### src/rtl/bencode_token_stream_parser_unit_macros.svh
// Assertion macros for the parser RTL.
`ifndef BENCODE_TOKEN_STREAM_PARSER_UNIT_MACROS_SVH
`define BENCODE_TOKEN_STREAM_PARSER_UNIT_MACROS_SVH

// Check that a condition implies a consequence in the same cycle.
`define BTSP_ASSERT_SAME(label, clk, rst_n, ante, cons, msg) \
	label: assert property (@(posedge clk) disable iff (!rst_n) (ante) |-> (cons)) \
		else $error(msg);

// Check that a condition implies a consequence in the following cycle.
`define BTSP_ASSERT_NEXT(label, clk, rst_n, ante, cons, msg) \
	label: assert property (@(posedge clk) disable iff (!rst_n) (ante) |=> (cons)) \
		else $error(msg);

`endif

### src/rtl/btsp_pkg.sv
// Package: token codes, error codes, character constants and shared types.
`default_nettype none

package btsp_pkg;

	localparam int STACK_DEPTH_DEF  = 16;
	localparam int ID_WIDTH_DEF     = 32;
	localparam int LENGTH_WIDTH_DEF = 32;

	localparam int CID_W  = 32;
	localparam int INT_W  = 64;

	// token kinds
	localparam logic [2:0] KIND_INT    = 3'd0;
	localparam logic [2:0] KIND_LBEGIN = 3'd1;
	localparam logic [2:0] KIND_DBEGIN = 3'd2;
	localparam logic [2:0] KIND_LEND   = 3'd3;
	localparam logic [2:0] KIND_DEND   = 3'd4;
	localparam logic [2:0] KIND_SBYTE  = 3'd5;
	localparam logic [2:0] KIND_EMPTY  = 3'd6;
	localparam logic [2:0] KIND_ERROR  = 3'd7;

	// error codes
	localparam logic [2:0] ERR_NONE        = 3'd0;
	localparam logic [2:0] ERR_EMPTY_STACK = 3'd1;
	localparam logic [2:0] ERR_STACK_FULL  = 3'd2;
	localparam logic [2:0] ERR_BAD_DIGIT   = 3'd3;
	localparam logic [2:0] ERR_INT_OVF     = 3'd4;
	localparam logic [2:0] ERR_TOO_LONG    = 3'd5;

	// stream characters
	localparam logic [7:0] CH_I     = 8'h69;
	localparam logic [7:0] CH_L     = 8'h6C;
	localparam logic [7:0] CH_D     = 8'h64;
	localparam logic [7:0] CH_E     = 8'h65;
	localparam logic [7:0] CH_COLON = 8'h3A;
	localparam logic [7:0] CH_MINUS = 8'h2D;
	localparam logic [7:0] CH_ZERO  = 8'h30;
	localparam logic [7:0] CH_NINE  = 8'h39;

	// token as decided by the parser; pop marks an end token whose id and
	// kind come from the stack read
	typedef struct packed {
		logic [2:0]       kind;
		logic [INT_W-1:0] ival;
		logic [CID_W-1:0] cid;
		logic [7:0]       sbyte;
		logic             first;
		logic             last;
		logic [2:0]       err;
		logic             pop;
	} tok_t;

	// stack access request
	typedef struct packed {
		logic push;
		logic pop;
	} stack_req_t;

endpackage

`default_nettype wire

### src/rtl/btsp_byte_if.sv
// Channel interfaces: input byte stream and output token stream.
`default_nettype none

interface btsp_byte_if;
	logic       valid;
	logic       ready;
	logic [7:0] data_byte;

	modport source (output valid, output data_byte, input ready);
	modport sink (input valid, input data_byte, output ready);
endinterface

interface btsp_token_if;
	logic        valid;
	logic        ready;
	logic [2:0]  token_kind;
	logic [63:0] int_value;
	logic [31:0] container_id;
	logic [7:0]  string_data;
	logic        first_of_string;
	logic        last_of_string;
	logic [2:0]  error_code;

	modport source (output valid, output token_kind, output int_value, output container_id,
		output string_data, output first_of_string, output last_of_string,
		output error_code, input ready);
	modport sink (input valid, input token_kind, input int_value, input container_id,
		input string_data, input first_of_string, input last_of_string,
		input error_code, output ready);
endinterface

`default_nettype wire

### src/rtl/btsp_stack_mem.sv
// Container stack memory: one write port, one read port with registered data.
`default_nettype none

module btsp_stack_mem #(
	parameter int DEPTH = btsp_pkg::STACK_DEPTH_DEF,
	parameter int WIDTH = btsp_pkg::ID_WIDTH_DEF + 1,
	parameter int AW    = (DEPTH > 1) ? $clog2(DEPTH) : 1
) (
	input  wire logic             clk,
	input  wire logic             we,
	input  wire logic [AW-1:0]    waddr,
	input  wire logic [WIDTH-1:0] wdata,
	input  wire logic             re,
	input  wire logic [AW-1:0]    raddr,
	output logic      [WIDTH-1:0] rdata
);

	logic [WIDTH-1:0] mem [DEPTH];

	// write on push
	always_ff @(posedge clk) begin
		if (we) begin
			mem[waddr] <= wdata;
		end
	end

	// read on pop, hold data until the next read
	always_ff @(posedge clk) begin
		if (re) begin
			rdata <= mem[raddr];
		end
	end

endmodule

`default_nettype wire

### src/rtl/btsp_parse.sv
// Byte parser: phase, number accumulation, string count and stack pointer.
`default_nettype none
`include "bencode_token_stream_parser_unit_macros.svh"

module btsp_parse #(
	parameter int STACK_DEPTH  = btsp_pkg::STACK_DEPTH_DEF,
	parameter int ID_WIDTH     = btsp_pkg::ID_WIDTH_DEF,
	parameter int LENGTH_WIDTH = btsp_pkg::LENGTH_WIDTH_DEF,
	parameter int AW           = (STACK_DEPTH > 1) ? $clog2(STACK_DEPTH) : 1
) (
	input  wire logic                clk,
	input  wire logic                arst_n,
	input  wire logic                accept,
	input  wire logic [7:0]          data_byte,
	output logic                     tok_valid,
	output btsp_pkg::tok_t           tok,
	output btsp_pkg::stack_req_t     req,
	output logic [AW-1:0]            waddr,
	output logic [AW-1:0]            raddr,
	output logic [ID_WIDTH:0]        wdata
);

	localparam int LVL_W = $clog2(STACK_DEPTH + 1);
	localparam int MAC_W = btsp_pkg::INT_W + 4;

	typedef enum logic [2:0] {
		PH_EXPECT,
		PH_INT_START,
		PH_INT_MINUS,
		PH_INT_DIGITS,
		PH_LENGTH,
		PH_STRING
	} phase_t;

	phase_t                     phase_q, phase_n;
	logic [btsp_pkg::INT_W-1:0] acc_q, acc_n;
	logic                       minus_q, minus_n;
	logic [LENGTH_WIDTH-1:0]    rem_q, rem_n;
	logic                       first_q, first_n;
	logic [LVL_W-1:0]           level_q, level_n;
	logic [ID_WIDTH-1:0]        nid_q, nid_n;

	logic             is_digit;
	logic [3:0]       digit;
	logic [MAC_W-1:0] mac;
	logic             int_ovf;
	logic             len_ovf;
	logic             stack_full;
	logic             stack_empty;
	logic             last_byte;

	// decode the byte and form the next decimal value (times ten as 8x + 2x)
	assign is_digit    = (data_byte >= btsp_pkg::CH_ZERO) && (data_byte <= btsp_pkg::CH_NINE);
	assign digit       = data_byte[3:0];
	assign mac         = {1'b0, acc_q, 3'b000} + {3'b000, acc_q, 1'b0} + MAC_W'(digit);
	assign int_ovf     = |mac[MAC_W-1:btsp_pkg::INT_W];
	assign len_ovf     = |mac[MAC_W-1:LENGTH_WIDTH];
	assign stack_full  = (level_q == LVL_W'(STACK_DEPTH));
	assign stack_empty = (level_q == '0);
	assign last_byte   = (rem_q <= LENGTH_WIDTH'(1));

	// stack addresses and write data
	assign waddr = level_q[AW-1:0];
	assign raddr = AW'(level_q - LVL_W'(1));
	assign wdata = {(data_byte == btsp_pkg::CH_D), nid_q};

	// next state and token for the byte
	always_comb begin
		phase_n   = phase_q;
		acc_n     = acc_q;
		minus_n   = minus_q;
		rem_n     = rem_q;
		first_n   = first_q;
		level_n   = level_q;
		nid_n     = nid_q;
		tok_valid = 1'b0;
		tok       = '0;
		req       = '0;

		case (phase_q)
			PH_STRING: begin
				tok_valid = 1'b1;
				tok.kind  = btsp_pkg::KIND_SBYTE;
				tok.sbyte = data_byte;
				tok.first = first_q;
				tok.last  = last_byte;
				first_n   = 1'b0;
				rem_n     = last_byte ? '0 : rem_q - LENGTH_WIDTH'(1);
				if (last_byte) begin
					phase_n = PH_EXPECT;
				end
			end
			PH_INT_START, PH_INT_MINUS, PH_INT_DIGITS: begin
				if (data_byte == btsp_pkg::CH_MINUS && phase_q == PH_INT_START) begin
					minus_n = 1'b1;
					phase_n = PH_INT_MINUS;
				end else if (data_byte == btsp_pkg::CH_E) begin
					tok_valid = 1'b1;
					phase_n   = PH_EXPECT;
					acc_n     = '0;
					minus_n   = 1'b0;
					if (phase_q != PH_INT_DIGITS) begin
						tok.kind = btsp_pkg::KIND_ERROR;
						tok.err  = btsp_pkg::ERR_BAD_DIGIT;
					end else begin
						tok.kind = btsp_pkg::KIND_INT;
						tok.ival = minus_q ? '0 - acc_q : acc_q;
					end
				end else if (!is_digit || int_ovf) begin
					tok_valid = 1'b1;
					tok.kind  = btsp_pkg::KIND_ERROR;
					tok.err   = is_digit ? btsp_pkg::ERR_INT_OVF : btsp_pkg::ERR_BAD_DIGIT;
					phase_n   = PH_EXPECT;
					acc_n     = '0;
					minus_n   = 1'b0;
				end else begin
					acc_n   = mac[btsp_pkg::INT_W-1:0];
					phase_n = PH_INT_DIGITS;
				end
			end
			PH_LENGTH: begin
				if (data_byte == btsp_pkg::CH_COLON) begin
					acc_n = '0;
					if (acc_q == '0) begin
						tok_valid = 1'b1;
						tok.kind  = btsp_pkg::KIND_EMPTY;
						phase_n   = PH_EXPECT;
					end else begin
						rem_n   = acc_q[LENGTH_WIDTH-1:0];
						first_n = 1'b1;
						phase_n = PH_STRING;
					end
				end else if (!is_digit || len_ovf) begin
					tok_valid = 1'b1;
					tok.kind  = btsp_pkg::KIND_ERROR;
					tok.err   = is_digit ? btsp_pkg::ERR_TOO_LONG : btsp_pkg::ERR_BAD_DIGIT;
					phase_n   = PH_EXPECT;
					acc_n     = '0;
					minus_n   = 1'b0;
				end else begin
					acc_n = mac[btsp_pkg::INT_W-1:0];
				end
			end
			default: begin
				phase_n = PH_EXPECT;
				if (data_byte == btsp_pkg::CH_I) begin
					acc_n   = '0;
					minus_n = 1'b0;
					phase_n = PH_INT_START;
				end else if (data_byte == btsp_pkg::CH_L || data_byte == btsp_pkg::CH_D) begin
					tok_valid = 1'b1;
					if (stack_full) begin
						tok.kind = btsp_pkg::KIND_ERROR;
						tok.err  = btsp_pkg::ERR_STACK_FULL;
						acc_n    = '0;
						minus_n  = 1'b0;
					end else begin
						tok.kind = (data_byte == btsp_pkg::CH_D) ? btsp_pkg::KIND_DBEGIN
							: btsp_pkg::KIND_LBEGIN;
						tok.cid  = btsp_pkg::CID_W'(nid_q);
						req.push = 1'b1;
						level_n  = level_q + LVL_W'(1);
						nid_n    = nid_q + ID_WIDTH'(1);
					end
				end else if (data_byte == btsp_pkg::CH_E) begin
					tok_valid = 1'b1;
					if (stack_empty) begin
						tok.kind = btsp_pkg::KIND_ERROR;
						tok.err  = btsp_pkg::ERR_EMPTY_STACK;
						acc_n    = '0;
						minus_n  = 1'b0;
					end else begin
						tok.pop = 1'b1;
						req.pop = 1'b1;
						level_n = level_q - LVL_W'(1);
					end
				end else if (is_digit) begin
					acc_n   = btsp_pkg::INT_W'(digit);
					phase_n = PH_LENGTH;
				end else begin
					tok_valid = 1'b1;
					tok.kind  = btsp_pkg::KIND_ERROR;
					tok.err   = btsp_pkg::ERR_BAD_DIGIT;
					acc_n     = '0;
					minus_n   = 1'b0;
				end
			end
		endcase
	end

	// advance state on each transfer
	always_ff @(posedge clk or negedge arst_n) begin
		if (!arst_n) begin
			phase_q <= PH_EXPECT;
			acc_q   <= '0;
			minus_q <= 1'b0;
			rem_q   <= '0;
			first_q <= 1'b0;
			level_q <= '0;
			nid_q   <= '0;
		end else if (accept) begin
			phase_q <= phase_n;
			acc_q   <= acc_n;
			minus_q <= minus_n;
			rem_q   <= rem_n;
			first_q <= first_n;
			level_q <= level_n;
			nid_q   <= nid_n;
		end
	end

	`BTSP_ASSERT_SAME(a_level_bound, clk, arst_n, 1'b1, level_q <= LVL_W'(STACK_DEPTH), "stack level beyond depth")
	`BTSP_ASSERT_SAME(a_push_room, clk, arst_n, req.push, !stack_full, "push into a full stack")
	`BTSP_ASSERT_SAME(a_pop_data, clk, arst_n, req.pop, !stack_empty, "pop from an empty stack")
	`BTSP_ASSERT_NEXT(a_push_step, clk, arst_n, accept && req.push, level_q == $past(level_q) + LVL_W'(1), "push did not raise level")
	`BTSP_ASSERT_SAME(a_string_count, clk, arst_n, phase_q == PH_STRING, rem_q != '0, "string phase with zero count")

endmodule

`default_nettype wire

### src/rtl/bencode_token_stream_parser_unit.sv
// Top level: byte parser, container stack memory and output token register.
//
//  channel   | dir | handshake     | payload
//  ----------+-----+---------------+-----------------------------------------------
//  byte_ch   | in  | valid / ready | data_byte
//  token_ch  | out | valid / ready | token_kind, int_value, container_id,
//            |     |               | string_data, first/last_of_string, error_code
//
// One byte is taken per cycle unless a stalled token holds the output; its token,
// if any, is shown the next cycle. An end token reads the stack memory at the
// transfer edge; the registered read data forms the token id and kind as it is shown.
// Reset clears the parser state and the output valid; the stack memory is not cleared.
// A stalled token holds its register; a new byte is taken when the register is
// empty or is being drained in the same cycle.
`default_nettype none

module bencode_token_stream_parser_unit #(
	parameter int STACK_DEPTH  = btsp_pkg::STACK_DEPTH_DEF,
	parameter int ID_WIDTH     = btsp_pkg::ID_WIDTH_DEF,
	parameter int LENGTH_WIDTH = btsp_pkg::LENGTH_WIDTH_DEF
) (
	input wire logic    clk,
	input wire logic    arst_n,
	btsp_byte_if.sink   byte_ch,
	btsp_token_if.source token_ch
);

	localparam int AW = (STACK_DEPTH > 1) ? $clog2(STACK_DEPTH) : 1;

	logic                 accept;
	logic                 tok_valid;
	btsp_pkg::tok_t       tok;
	btsp_pkg::stack_req_t req;
	logic [AW-1:0]        waddr;
	logic [AW-1:0]        raddr;
	logic [ID_WIDTH:0]    wdata;
	logic [ID_WIDTH:0]    rdata;

	logic           valid_s1;
	btsp_pkg::tok_t tok_s1;

	assign byte_ch.ready = !valid_s1 || token_ch.ready;
	assign accept        = byte_ch.valid && byte_ch.ready;

	btsp_parse #(
		.STACK_DEPTH  (STACK_DEPTH),
		.ID_WIDTH     (ID_WIDTH),
		.LENGTH_WIDTH (LENGTH_WIDTH),
		.AW           (AW)
	) u_parse (
		.clk       (clk),
		.arst_n    (arst_n),
		.accept    (accept),
		.data_byte (byte_ch.data_byte),
		.tok_valid (tok_valid),
		.tok       (tok),
		.req       (req),
		.waddr     (waddr),
		.raddr     (raddr),
		.wdata     (wdata)
	);

	btsp_stack_mem #(
		.DEPTH (STACK_DEPTH),
		.WIDTH (ID_WIDTH + 1),
		.AW    (AW)
	) u_stack (
		.clk   (clk),
		.we    (accept && req.push),
		.waddr (waddr),
		.wdata (wdata),
		.re    (accept && req.pop),
		.raddr (raddr),
		.rdata (rdata)
	);

	// hold the token until its transfer
	always_ff @(posedge clk or negedge arst_n) begin
		if (!arst_n) begin
			valid_s1 <= 1'b0;
		end else if (accept) begin
			valid_s1 <= tok_valid;
		end else if (token_ch.ready) begin
			valid_s1 <= 1'b0;
		end
	end

	always_ff @(posedge clk) begin
		if (accept) begin
			tok_s1 <= tok;
		end
	end

	// fill end tokens from the stack read
	assign token_ch.valid           = valid_s1;
	assign token_ch.token_kind      = tok_s1.pop
		? (rdata[ID_WIDTH] ? btsp_pkg::KIND_DEND : btsp_pkg::KIND_LEND) : tok_s1.kind;
	assign token_ch.int_value       = tok_s1.ival;
	assign token_ch.container_id    = tok_s1.pop
		? btsp_pkg::CID_W'(rdata[ID_WIDTH-1:0]) : tok_s1.cid;
	assign token_ch.string_data     = tok_s1.sbyte;
	assign token_ch.first_of_string = tok_s1.first;
	assign token_ch.last_of_string  = tok_s1.last;
	assign token_ch.error_code      = tok_s1.err;

endmodule

`default_nettype wire

### src/flat_wrapper.sv
// flat-port wrapper written by rule: the top's interface ports become plain ports
module bencode_token_stream_parser_unit_flat 
#(
	parameter int STACK_DEPTH  = btsp_pkg::STACK_DEPTH_DEF,
	parameter int ID_WIDTH     = btsp_pkg::ID_WIDTH_DEF,
	parameter int LENGTH_WIDTH = btsp_pkg::LENGTH_WIDTH_DEF
)
  (clk, arst_n, byte_ch_valid, byte_ch_data_byte, byte_ch_ready, token_ch_valid, token_ch_token_kind, token_ch_int_value, token_ch_container_id, token_ch_string_data, token_ch_first_of_string, token_ch_last_of_string, token_ch_error_code, token_ch_ready);
  btsp_byte_if byte_ch_i ();
  btsp_token_if token_ch_i ();
  input wire logic clk;
  input wire logic arst_n;
  input wire logic [$bits(byte_ch_i.valid)-1:0] byte_ch_valid;
  input wire logic [$bits(byte_ch_i.data_byte)-1:0] byte_ch_data_byte;
  output wire logic [$bits(byte_ch_i.ready)-1:0] byte_ch_ready;
  output wire logic [$bits(token_ch_i.valid)-1:0] token_ch_valid;
  output wire logic [$bits(token_ch_i.token_kind)-1:0] token_ch_token_kind;
  output wire logic [$bits(token_ch_i.int_value)-1:0] token_ch_int_value;
  output wire logic [$bits(token_ch_i.container_id)-1:0] token_ch_container_id;
  output wire logic [$bits(token_ch_i.string_data)-1:0] token_ch_string_data;
  output wire logic [$bits(token_ch_i.first_of_string)-1:0] token_ch_first_of_string;
  output wire logic [$bits(token_ch_i.last_of_string)-1:0] token_ch_last_of_string;
  output wire logic [$bits(token_ch_i.error_code)-1:0] token_ch_error_code;
  input wire logic [$bits(token_ch_i.ready)-1:0] token_ch_ready;
  assign byte_ch_i.valid = byte_ch_valid;
  assign byte_ch_i.data_byte = byte_ch_data_byte;
  assign byte_ch_ready = byte_ch_i.ready;
  assign token_ch_valid = token_ch_i.valid;
  assign token_ch_token_kind = token_ch_i.token_kind;
  assign token_ch_int_value = token_ch_i.int_value;
  assign token_ch_container_id = token_ch_i.container_id;
  assign token_ch_string_data = token_ch_i.string_data;
  assign token_ch_first_of_string = token_ch_i.first_of_string;
  assign token_ch_last_of_string = token_ch_i.last_of_string;
  assign token_ch_error_code = token_ch_i.error_code;
  assign token_ch_i.ready = token_ch_ready;
  bencode_token_stream_parser_unit #(.STACK_DEPTH(STACK_DEPTH), .ID_WIDTH(ID_WIDTH), .LENGTH_WIDTH(LENGTH_WIDTH)) u_core (.clk(clk), .arst_n(arst_n), .byte_ch(byte_ch_i), .token_ch(token_ch_i));
endmodule
### config.mk
export PLATFORM = sky130hd
export DESIGN_NAME = bencode_token_stream_parser_unit_flat
export DESIGN_NICKNAME = d
export VERILOG_FILES = /design/src/rtl/btsp_pkg.sv /design/src/rtl/btsp_byte_if.sv /design/src/rtl/btsp_stack_mem.sv /design/src/rtl/btsp_parse.sv /design/src/rtl/bencode_token_stream_parser_unit.sv /design/src/flat_wrapper.sv
export VERILOG_INCLUDE_DIRS = /design/src /design/src/rtl
export SDC_FILE = /design/constraint.sdc
export NUM_CORES = 1
export LEC_CHECK = 0
export ABC_AREA = 0
export BUFFER_PORTS_ARGS = -buffer_cell sky130_fd_sc_hd__buf_2
export CELL_PAD_IN_SITES_DETAIL_PLACEMENT = 0
export CELL_PAD_IN_SITES_GLOBAL_PLACEMENT = 1
export CORE_MARGIN = 4
export CORE_UTILIZATION = 40
export DETAILED_ROUTE_END_ITERATION = 10
export PLACE_DENSITY = 0.68
export SYNTH_ARGS = -nofsm -noshare
export SYNTH_HDL_FRONTEND = slang
export SYNTH_HIERARCHICAL = 1
export SYNTH_SLANG_ARGS = --single-unit
### constraint.sdc
create_clock -name clk -period 8.45 [get_ports clk]
set_clock_uncertainty 0.1 [all_clocks]
set_input_delay 0.4225 -clock clk [delete_from_list [all_inputs] [get_ports clk]]
set_output_delay 0.4225 -clock clk [all_outputs]
set_load 0.02 [all_outputs]
==> impl_metrics.py, run 1 <==
metrics = {
    "run_status": {
        "status": "complete, no violations",
    },
    "critical_path": {
        "r2r_setup_slack_ns": 2.08,
        "worstSetupPathType": "reg2reg",
        "r2r-end": "u_core/u_parse/acc_q[21]",
        "endpoint_kind": "flip-flop",
        "rr_startpoint": "u_core/u_parse/acc_q[2]",
        "rr_worst_depth": 17,
        "path_max_fanout": 34,
        "cp.arrival_ns": 6.81,
        "cp.required_ns": 8.89,
        "startpoint_type": "flip-flop",
    },
    "die": {
        "core.rowCount": 114,
        "initial_core_util_pct": 40.5,
        "die_y_microns": 321,
        "ioPinCount": 126,
        "core_area_sq_um": 97000,
        "dieArea_sq_um": 103000,
        "die_x_microns": 321,
    },
    "final_layout": {
        "drive_gt1_share_pct": 17.5,
        "n_fill_cell": 8714,
        "final_cell_mix": "edfxtp_1 (674), nand2_1 (266), nor2_1 (172)",
        "area_delta_synth_final_pct": 11.1,
        "final_net_count": 3040,
        "fin_area_sq_um": 43600,
        "final_common_cell": "edfxtp_1",
    },
    "grt": {
        "grt_first_pass_wirelength_microns": 158000,
        "antenna_found_initial": 4,
        "grt_max_degree": 86,
        "first_global_vias": 24900,
        "overflow": 0,
        "grt_use_total_pct": 20.3,
    },
    "routing": {
        "drt_iter0_drc": 2307,
        "dr_wl_met3_microns": 5660,
        "wl_met2_microns": 53200,
        "wl_met1_microns": 43600,
        "via_count": 24300,
        "drc_errors": 0,
        "drt_wl_total_microns": 105000,
        "top_layer_used": "met5",
        "ant_nets": 0,
        "wl_per_cell_microns": 24.8,
        "vias_per_cell": 5.73,
        "firstDrtPassIters": 5,
    },
    "timing": {
        "maxSlewViolCount": 0,
        "rsz0062_at_grt": "false",
        "max_slew_margin_pct": 18.5,
        "max_freq_ghz": 0.157,
        "tns_ns": 0,
        "fin_crit_sh_pct": 75.4,
        "period_needed_ns": 6.37,
        "hold_ws_ns": 0.0731,
        "hold_violations": 0,
        "worst_pin_slew_ns": 1.21,
        "finalSetupViolations": 0,
    },
    "synth": {
        "ys_top_cells_by_area": "edfxtp_1 (52%), dfrtp_1 (8.9%), mux4_2 (6.5%)",
        "yosysWarningCount": 6,
        "synth_fa_ha_area_share_pct": 4.37,
        "ys_ff_latch": 813,
        "synthMuxAreaShare_pct": 9.16,
        "synthArstFlopShare_pct": 17.1,
        "ys_seq_area_share_pct": 60.4,
        "synth-edff-count": 674,
        "synth_top_family_by_area": "simple AND/OR/NAND/NOR gates",
        "synthSimpleGateAreaFrac_pct": 9.44,
        "postSynthCellCount": 2855,
        "synth_area_sq_um": 39200,
        "synth-compound-area-share_pct": 8.94,
        "yosysTopAreaCell": "edfxtp_1",
        "synth.avg_cell_area_sq_um": 13.7,
        "synthesis.nets": 3003,
        "synth_xor_area_share_pct": 3.97,
        "synth.top_cell.area_share_pct": 51.6,
        "synth_flop_cell": "edfxtp_1",
        "netlist-cell-type-count": 82,
    },
    "clocking": {
        "cts-buffers-inserted": 88,
        "cts_tree": "built",
        "cts_max_level": 3,
        "cts_setup_buffers": 0,
        "clock_latency_ns": 0.69,
        "cts_buffer_depth": 3,
        "cts_resized": 0,
        "clk_pin_slew_ns": 0.06,
        "cts_root_buffer": "clkbuf_16",
        "cts.sinks": 813,
    },
    "power_and_ir_drop": {
        "clkPwrFrac_pct": 38.6,
        "leakage_uw": 0.0173,
        "power.switching_uw": 2930,
        "p_int_uw": 7170,
        "switching_share_pct": 29.0,
        "p_comb_share_pct": 15.9,
        "peakVddDrop_mv": 0.163,
        "p_per_area_nw_per_um2": 232,
        "power_frac_seq_pct": 45.5,
    },
    "min_path": {
        "hold_path_depth": 2,
        "min_from": "byte_ch_data_byte[4]",
        "min_delay_worst_endpoint": "u_core/token_ch.string_data[4]",
        "min_path_type": "in2reg",
    },
    "placement": {
        "dp_hpwl_microns": 66900,
        "place.gp.congestion": 0.935,
        "numPortBuffers": 125,
        "dpl_cell_area_sq_um": 40600,
    },
    "flow_run": {
        "drv_cap": 0,
    },
}
## worst max-delay path: stages (launching register included)
cell      delay (ns)
dfrtp_1         0.52
inv_1           0.11
fa_1            0.50
inv_1           0.08
fa_1            0.49
a211oi_1        0.34
o21ai_1         0.22
a211oi_1        0.42
nor4b_1         0.19
nor3_2          0.38
o31ai_1         0.19
a221oi_1        0.33
xor2_1          0.26
nand4b_2        0.59
or2_2           0.59
o31a_2          0.26
buf_4           0.35
o31ai_1         0.32
## synth_stat cells, drive strengths merged (7+ instances only)
cell type  instances
a211oi            14
a21o              23
a21oi            120
a221oi             7
a22oi             70
a31oi              7
and2              41
and3              28
buf              126
clkbuf            93
dfrtp            139
edfxtp           674
ha               134
inv               26
mux2              36
mux4             132
nand2            266
nand2b             9
nand3             48
nand3b             8
nand4             45
nor2             187
nor2b             11
nor3              48
nor4              16
o211ai            12
o21a              10
o21ai            139
o21bai             8
o31ai             79
o41ai             21
or2               15
or3               18
or4               16
xnor2             65
xor2             113
## power by group through the flow
stage | Combinational, uW | Clock [uW] | Sequential (uW)
after floorplan | 1140 | 0 | 4630
after global placement | 1600 | 0 | 4670
after detailed placement | 1610 | 0 | 4680
after CTS | 1620 | 4000 | 4600
after global routing | 1720 | 4180 | 4620
final | 1600 | 3900 | 4600
## flip-flops by register name (all words and copies together), names as in the netlist
name / cells
u_core/token_ch.error_code: 3
u_core/u_parse/first_q: 1
u_core/u_parse/rem_q: 32
u_core/token_ch.string_data: 8
u_core/u_stack/rdata: 33
u_core/u_parse/minus_q: 1
u_core/u_parse/nid_q: 32
u_core/token_ch.int_value: 64
u_core/token_ch.valid: 1
u_core/token_ch.first_of_string: 1
u_core/u_stack/mem: 528
u_core/token_ch.last_of_string: 1
u_core/u_parse/phase_q: 3
u_core/u_parse/level_q: 5
u_core/tok_s1: 36
u_core/u_parse/acc_q: 64
## how the worst max path moves through the flow
| stage | startpoint | endpoint | slack (ns) | cells after the start |
|---|---|---|---|---|
| floorplan | byte_ch_data_byte[7] | u_core/u_stack/mem[0][0] | 2.72 | 9 |
| global placement | byte_ch_data_byte[3] | u_core/u_parse/acc_q[27] | 2.30 | 18 |
| detailed placement | byte_ch_data_byte[3] | u_core/u_parse/acc_q[23] | 2.11 | 18 |
| CTS | u_core/u_parse/acc_q[2] | u_core/u_parse/acc_q[23] | 2.16 | 17 |
| global route | u_core/u_parse/acc_q[2] | u_core/u_parse/acc_q[27] | 1.83 | 17 |
| finish | u_core/u_parse/acc_q[2] | u_core/u_parse/acc_q[21] | 2.08 | 17 |
## cell type report
cell class	count	area (sq um)	area share (%)
Sequential cell	813	23700	54.4
Multi-Input combinational cell	1797	14200	32.7
Clock buffer	115	2380	5.47
Tap cell	1276	1600	3.66
Timing Repair Buffer	166	950	2.18
Clock inverter	48	598	1.37
Inverter	26	108	0.247
Antenna cell	3	7.51	0.0172
## cells by family (layout without fill, tap and decap cells)
kind of cell,count (synthesis),in the layout
XOR/XNOR,178,178
other,0,3
AND/OR/NAND/NOR,771,771
buffers and inverters,245,355
multiplexers,172,172
adder cells (fa/ha/maj),136,136
flip-flops,813,813
AO/OA/AOI/OAI,540,540
## repair_timing
item	CTS	global route
hold endpoints to repair	87	0
hold buffers	4	0
setup endpoints to repair	0	0
## stage by stage
stage / total power [uW] / std cells / setup WS [ns] / utilization (%)
2_1_floorplan: 5770 / 2855 / 2.72 / -
3_3_place_gp: 6270 / 4074 / 2.30 / 41.8
3_5_place_dp: 6290 / 4074 / 2.11 / 41.8
4_1_cts: 10200 / 4241 / 2.16 / 45.0
5_1_grt: 10500 / 4242 / 1.83 / 45.0
6_report: 10100 / 4244 / 2.08 / 45.0
## metal layers
metal	track usage (%)	vias to the layer above
met2	35.4	685
li1	-	11000
met4	6.29	2
met1	26.5	12500
met3	2.79	150
met5	0	-
Power figures use the tool's default switching activity.
==> inputs of run 2 (changes only) <==
--- a/config.mk
+++ b/config.mk
@@ -6,14 +6,14 @@
 export SDC_FILE = /design/constraint.sdc
 export NUM_CORES = 1
 export LEC_CHECK = 0
-export ABC_AREA = 0
+export ABC_AREA = 1
 export BUFFER_PORTS_ARGS = -buffer_cell sky130_fd_sc_hd__buf_2
 export CELL_PAD_IN_SITES_DETAIL_PLACEMENT = 0
 export CELL_PAD_IN_SITES_GLOBAL_PLACEMENT = 1
 export CORE_MARGIN = 4
 export CORE_UTILIZATION = 40
 export DETAILED_ROUTE_END_ITERATION = 10
-export PLACE_DENSITY = 0.68
+export PLACE_DENSITY = 0.73
 export SYNTH_ARGS = -nofsm -noshare
 export SYNTH_HDL_FRONTEND = slang
 export SYNTH_HIERARCHICAL = 1
==> constraint.sdc (replaced) <==
create_clock -name clk -period 6.2 [get_ports clk]
set_clock_uncertainty 0.1 [all_clocks]
set_input_delay 0.31 -clock clk [delete_from_list [all_inputs] [get_ports clk]]
set_output_delay 0.31 -clock clk [all_outputs]
set_load 0.02 [all_outputs]
==> run 2 against run 1 <==
Via count grew 42%. Synthesized cell count grew 86%. Total power grew 48%. Critical path depth grew 10. Final cell count grew 63%. Combinational power grew 100%. Global-route usage grew 2.8 points. Wire length grew 30%. Cell area grew 14%. First-iteration DRC count grew 25%. Area after synthesis grew 14%. Utilization shrank 0.23 points. Critical path type is now in2reg. Largest cell class unchanged. Largest power group unchanged.
==> impl_metrics.py, run 2 <==
metrics = {
    "run_status": {
        "status": "complete, no violations",
    },
    "grt": {
        "grt_max_degree": 141,
        "first_global_vias": 33200,
        "grt_first_pass_wirelength_microns": 206000,
        "antenna_found_initial": 2,
        "grt_use_total_pct": 23.1,
        "overflow": 0,
    },
    "die": {
        "core.rowCount": 122,
        "die_y_microns": 343,
        "initial_core_util_pct": 40.4,
        "ioPinCount": 126,
        "core_area_sq_um": 111000,
        "die_x_microns": 343,
        "dieArea_sq_um": 117000,
    },
    "timing": {
        "fin_crit_sh_pct": 83.4,
        "worst_pin_slew_ns": 1.20,
        "tns_ns": 0,
        "hold_violations": 0,
        "finalSetupViolations": 0,
        "max_freq_ghz": 0.193,
        "period_needed_ns": 5.17,
        "maxSlewViolCount": 0,
        "max_slew_margin_pct": 19.1,
        "rsz0062_at_grt": "false",
    },
    "placement": {
        "place.gp.congestion": 0.943,
        "numPortBuffers": 125,
        "dp_hpwl_microns": 92200,
    },
    "critical_path": {
        "endpoint_kind": "flip-flop",
        "worstSetupStartpoint": "byte_ch_data_byte[3]",
        "rr_worst_depth": 25,
        "r2r-end": "u_core/token_ch.valid",
        "path_max_fanout": 6,
        "worstSetupPathType": "in2reg",
        "cp.arrival_ns": 5.62,
        "r2r_setup_slack_ns": 1.11,
        "cp.required_ns": 6.65,
        "startpoint_type": "input port",
        "rr_startpoint": "u_core/u_parse/acc_q[2]",
    },
    "synth": {
        "synth_top_family_by_area": "simple AND/OR/NAND/NOR gates",
        "synth.most_common_cell": "nand2_1",
        "yosysTopAreaCell": "edfxtp_1",
        "yosysWarningCount": 6,
        "ys_top_cells_by_area": "edfxtp_1 (45%), nand2_1 (14%), inv_1 (8.0%)",
        "synthSimpleGateAreaFrac_pct": 25.6,
        "synthTopCellsByCount": "nand2_1 (1617), inv_1 (958), edfxtp_1 (674), nand3_1 (526), nor2_1 (314)",
        "synth_area_sq_um": 44800,
        "synth_fa_ha_area_share_pct": 3.83,
        "synthMuxAreaShare_pct": 0,
        "synth-edff-count": 674,
        "synthArstFlopShare_pct": 17.1,
        "netlist-cell-type-count": 55,
        "synth_xor_area_share_pct": 1.58,
        "synth.top_cell.area_share_pct": 45.2,
        "synthesis.nets": 5453,
        "ys_ff_latch": 813,
        "ys_seq_area_share_pct": 53.0,
        "synth_flop_cell": "edfxtp_1",
        "synth-compound-area-share_pct": 4.74,
        "synth.avg_cell_area_sq_um": 8.44,
        "postSynthCellCount": 5305,
    },
    "final_layout": {
        "final_common_cell": "nand2_1",
        "area_delta_synth_final_pct": 10.9,
        "drive_gt1_share_pct": 8.70,
        "largest_reg_flops": 528,
        "final_cell_mix": "nand2_1 (1616), inv_1 (953), edfxtp_1 (674)",
        "n_antenna_cell": 0,
        "final_net_count": 5493,
        "regMostFlops": "u_core/u_stack/mem",
    },
    "routing": {
        "ant_nets": 0,
        "via_count": 34500,
        "drt_iter0_drc": 2878,
        "firstDrtPassIters": 6,
        "drt_wl_total_microns": 137000,
        "drc_errors": 0,
        "vias_per_cell": 4.99,
        "wl_per_cell_microns": 19.9,
    },
    "clocking": {
        "cts_setup_buffers": 0,
        "cts-buffers-inserted": 92,
        "clk_pin_slew_ns": 0.06,
        "cts_root_buffer": "clkbuf_16",
        "clock_latency_ns": 0.68,
        "ctsHoldBuffers": 11,
        "cts_max_level": 3,
        "cts_tree": "built",
        "cts.sinks": 813,
        "cts_buffer_depth": 3,
        "cts_resized": 0,
    },
    "flow_run": {
        "drv_cap": 0,
    },
    "min_path": {
        "min_path_type": "in2async",
    },
    "power_and_ir_drop": {
        "total_power_uw": 15000,
        "leakage_uw": 0.0231,
        "p_per_area_nw_per_um2": 302,
        "peakVddDrop_mv": 0.263,
    },
}
run 2: how the worst max path moves through the flow:
stage                                           to  depth (start not counted)
after floorplan           u_core/u_parse/nid_q[28]                         13
after global placement    u_core/u_parse/acc_q[43]                         20
after detailed placement  u_core/u_parse/acc_q[44]                         20
after CTS                    u_core/token_ch.valid                         27
after global routing         u_core/token_ch.valid                         27
final                        u_core/token_ch.valid                         27
run 2: kinds of logic after synthesis:
kind of cell,count (synthesis)
xor gates and xnor gates,81
adders and majority gates,136
and+or+nand+nor,2690
AOI/OAI and AO/OA,370
buffers and inverters,1215
DFF,813
run 2: cell type report:
cell class                 instances  area [sq um]
sequential                       813         23700
fill                           10900         61300
tap                             1488          1860
multi-input combinational       3277         16200
clock inverter                    41           503
inverter                         977          3700
clock buffer                     132          2590
timing repair buffer             184          1100
run 2: power breakdown:
| group | total, uW | leakage, uW | switching [uW] | internal (uW) |
|---|---|---|---|---|
| clock | 5560 | 0.00151 | 2290 | 3270 |
| combinational | 3200 | 0.0142 | 2280 | 915 |
| sequential | 6220 | 0.00739 | 132 | 6090 |
| total | 15000 | 0.0231 | 4710 | 10300 |
run 2: metrics by stage:
step                setup WS [ns]  cell area, sq um  cells  hold slack [ns]  utilization (%)
floorplan                   0.923             44800   5305          -0.0856                -
global placement             1.35             46400   6728            0.114             41.8
detailed placement           1.31             46400   6728            0.113             41.8
CTS                          1.19             49600   6912           0.0155             44.7
global route                0.820             49600   6912           0.0500             44.7
finish                       1.03             49600   6912           0.0196             44.7
run 2: layer usage:
layer | vias to the layer above | part of all wire, % | global-route usage [%] | wire (microns)
met5 | - | 0.0095 | 0 | 13
met4 | 2 | 3.7 | 8.53 | 5020
met3 | 231 | 5.3 | 3.16 | 7220
met2 | 921 | 48 | 39.5 | 66500
met1 | 16400 | 43 | 30.1 | 58500
li1 | 17000 | - | - | -
run 2: worst max-delay path: stages:
cell           delay [ns]
dlygate4sd3_1        0.61
buf_2                0.23
inv_1                0.14
fa_1                 0.55
inv_1                0.07
fa_1                 0.49
nand3_1              0.11
nand3_2              0.13
nand2_1              0.09
nand2_1              0.11
nand2_1              0.08
nand2_1              0.16
nand2_1              0.14
nand3b_1             0.09
nand2_1              0.16
inv_1                0.06
nor2_1               0.27
nand3_1              0.20
nor2_1               0.13
nand3_1              0.15
nor2_1               0.20
nand2_1              0.09
nand3_1              0.12
nand3b_1             0.18
nand2_1              0.11
nand2_1              0.05
dlygate4sd3_1        0.57
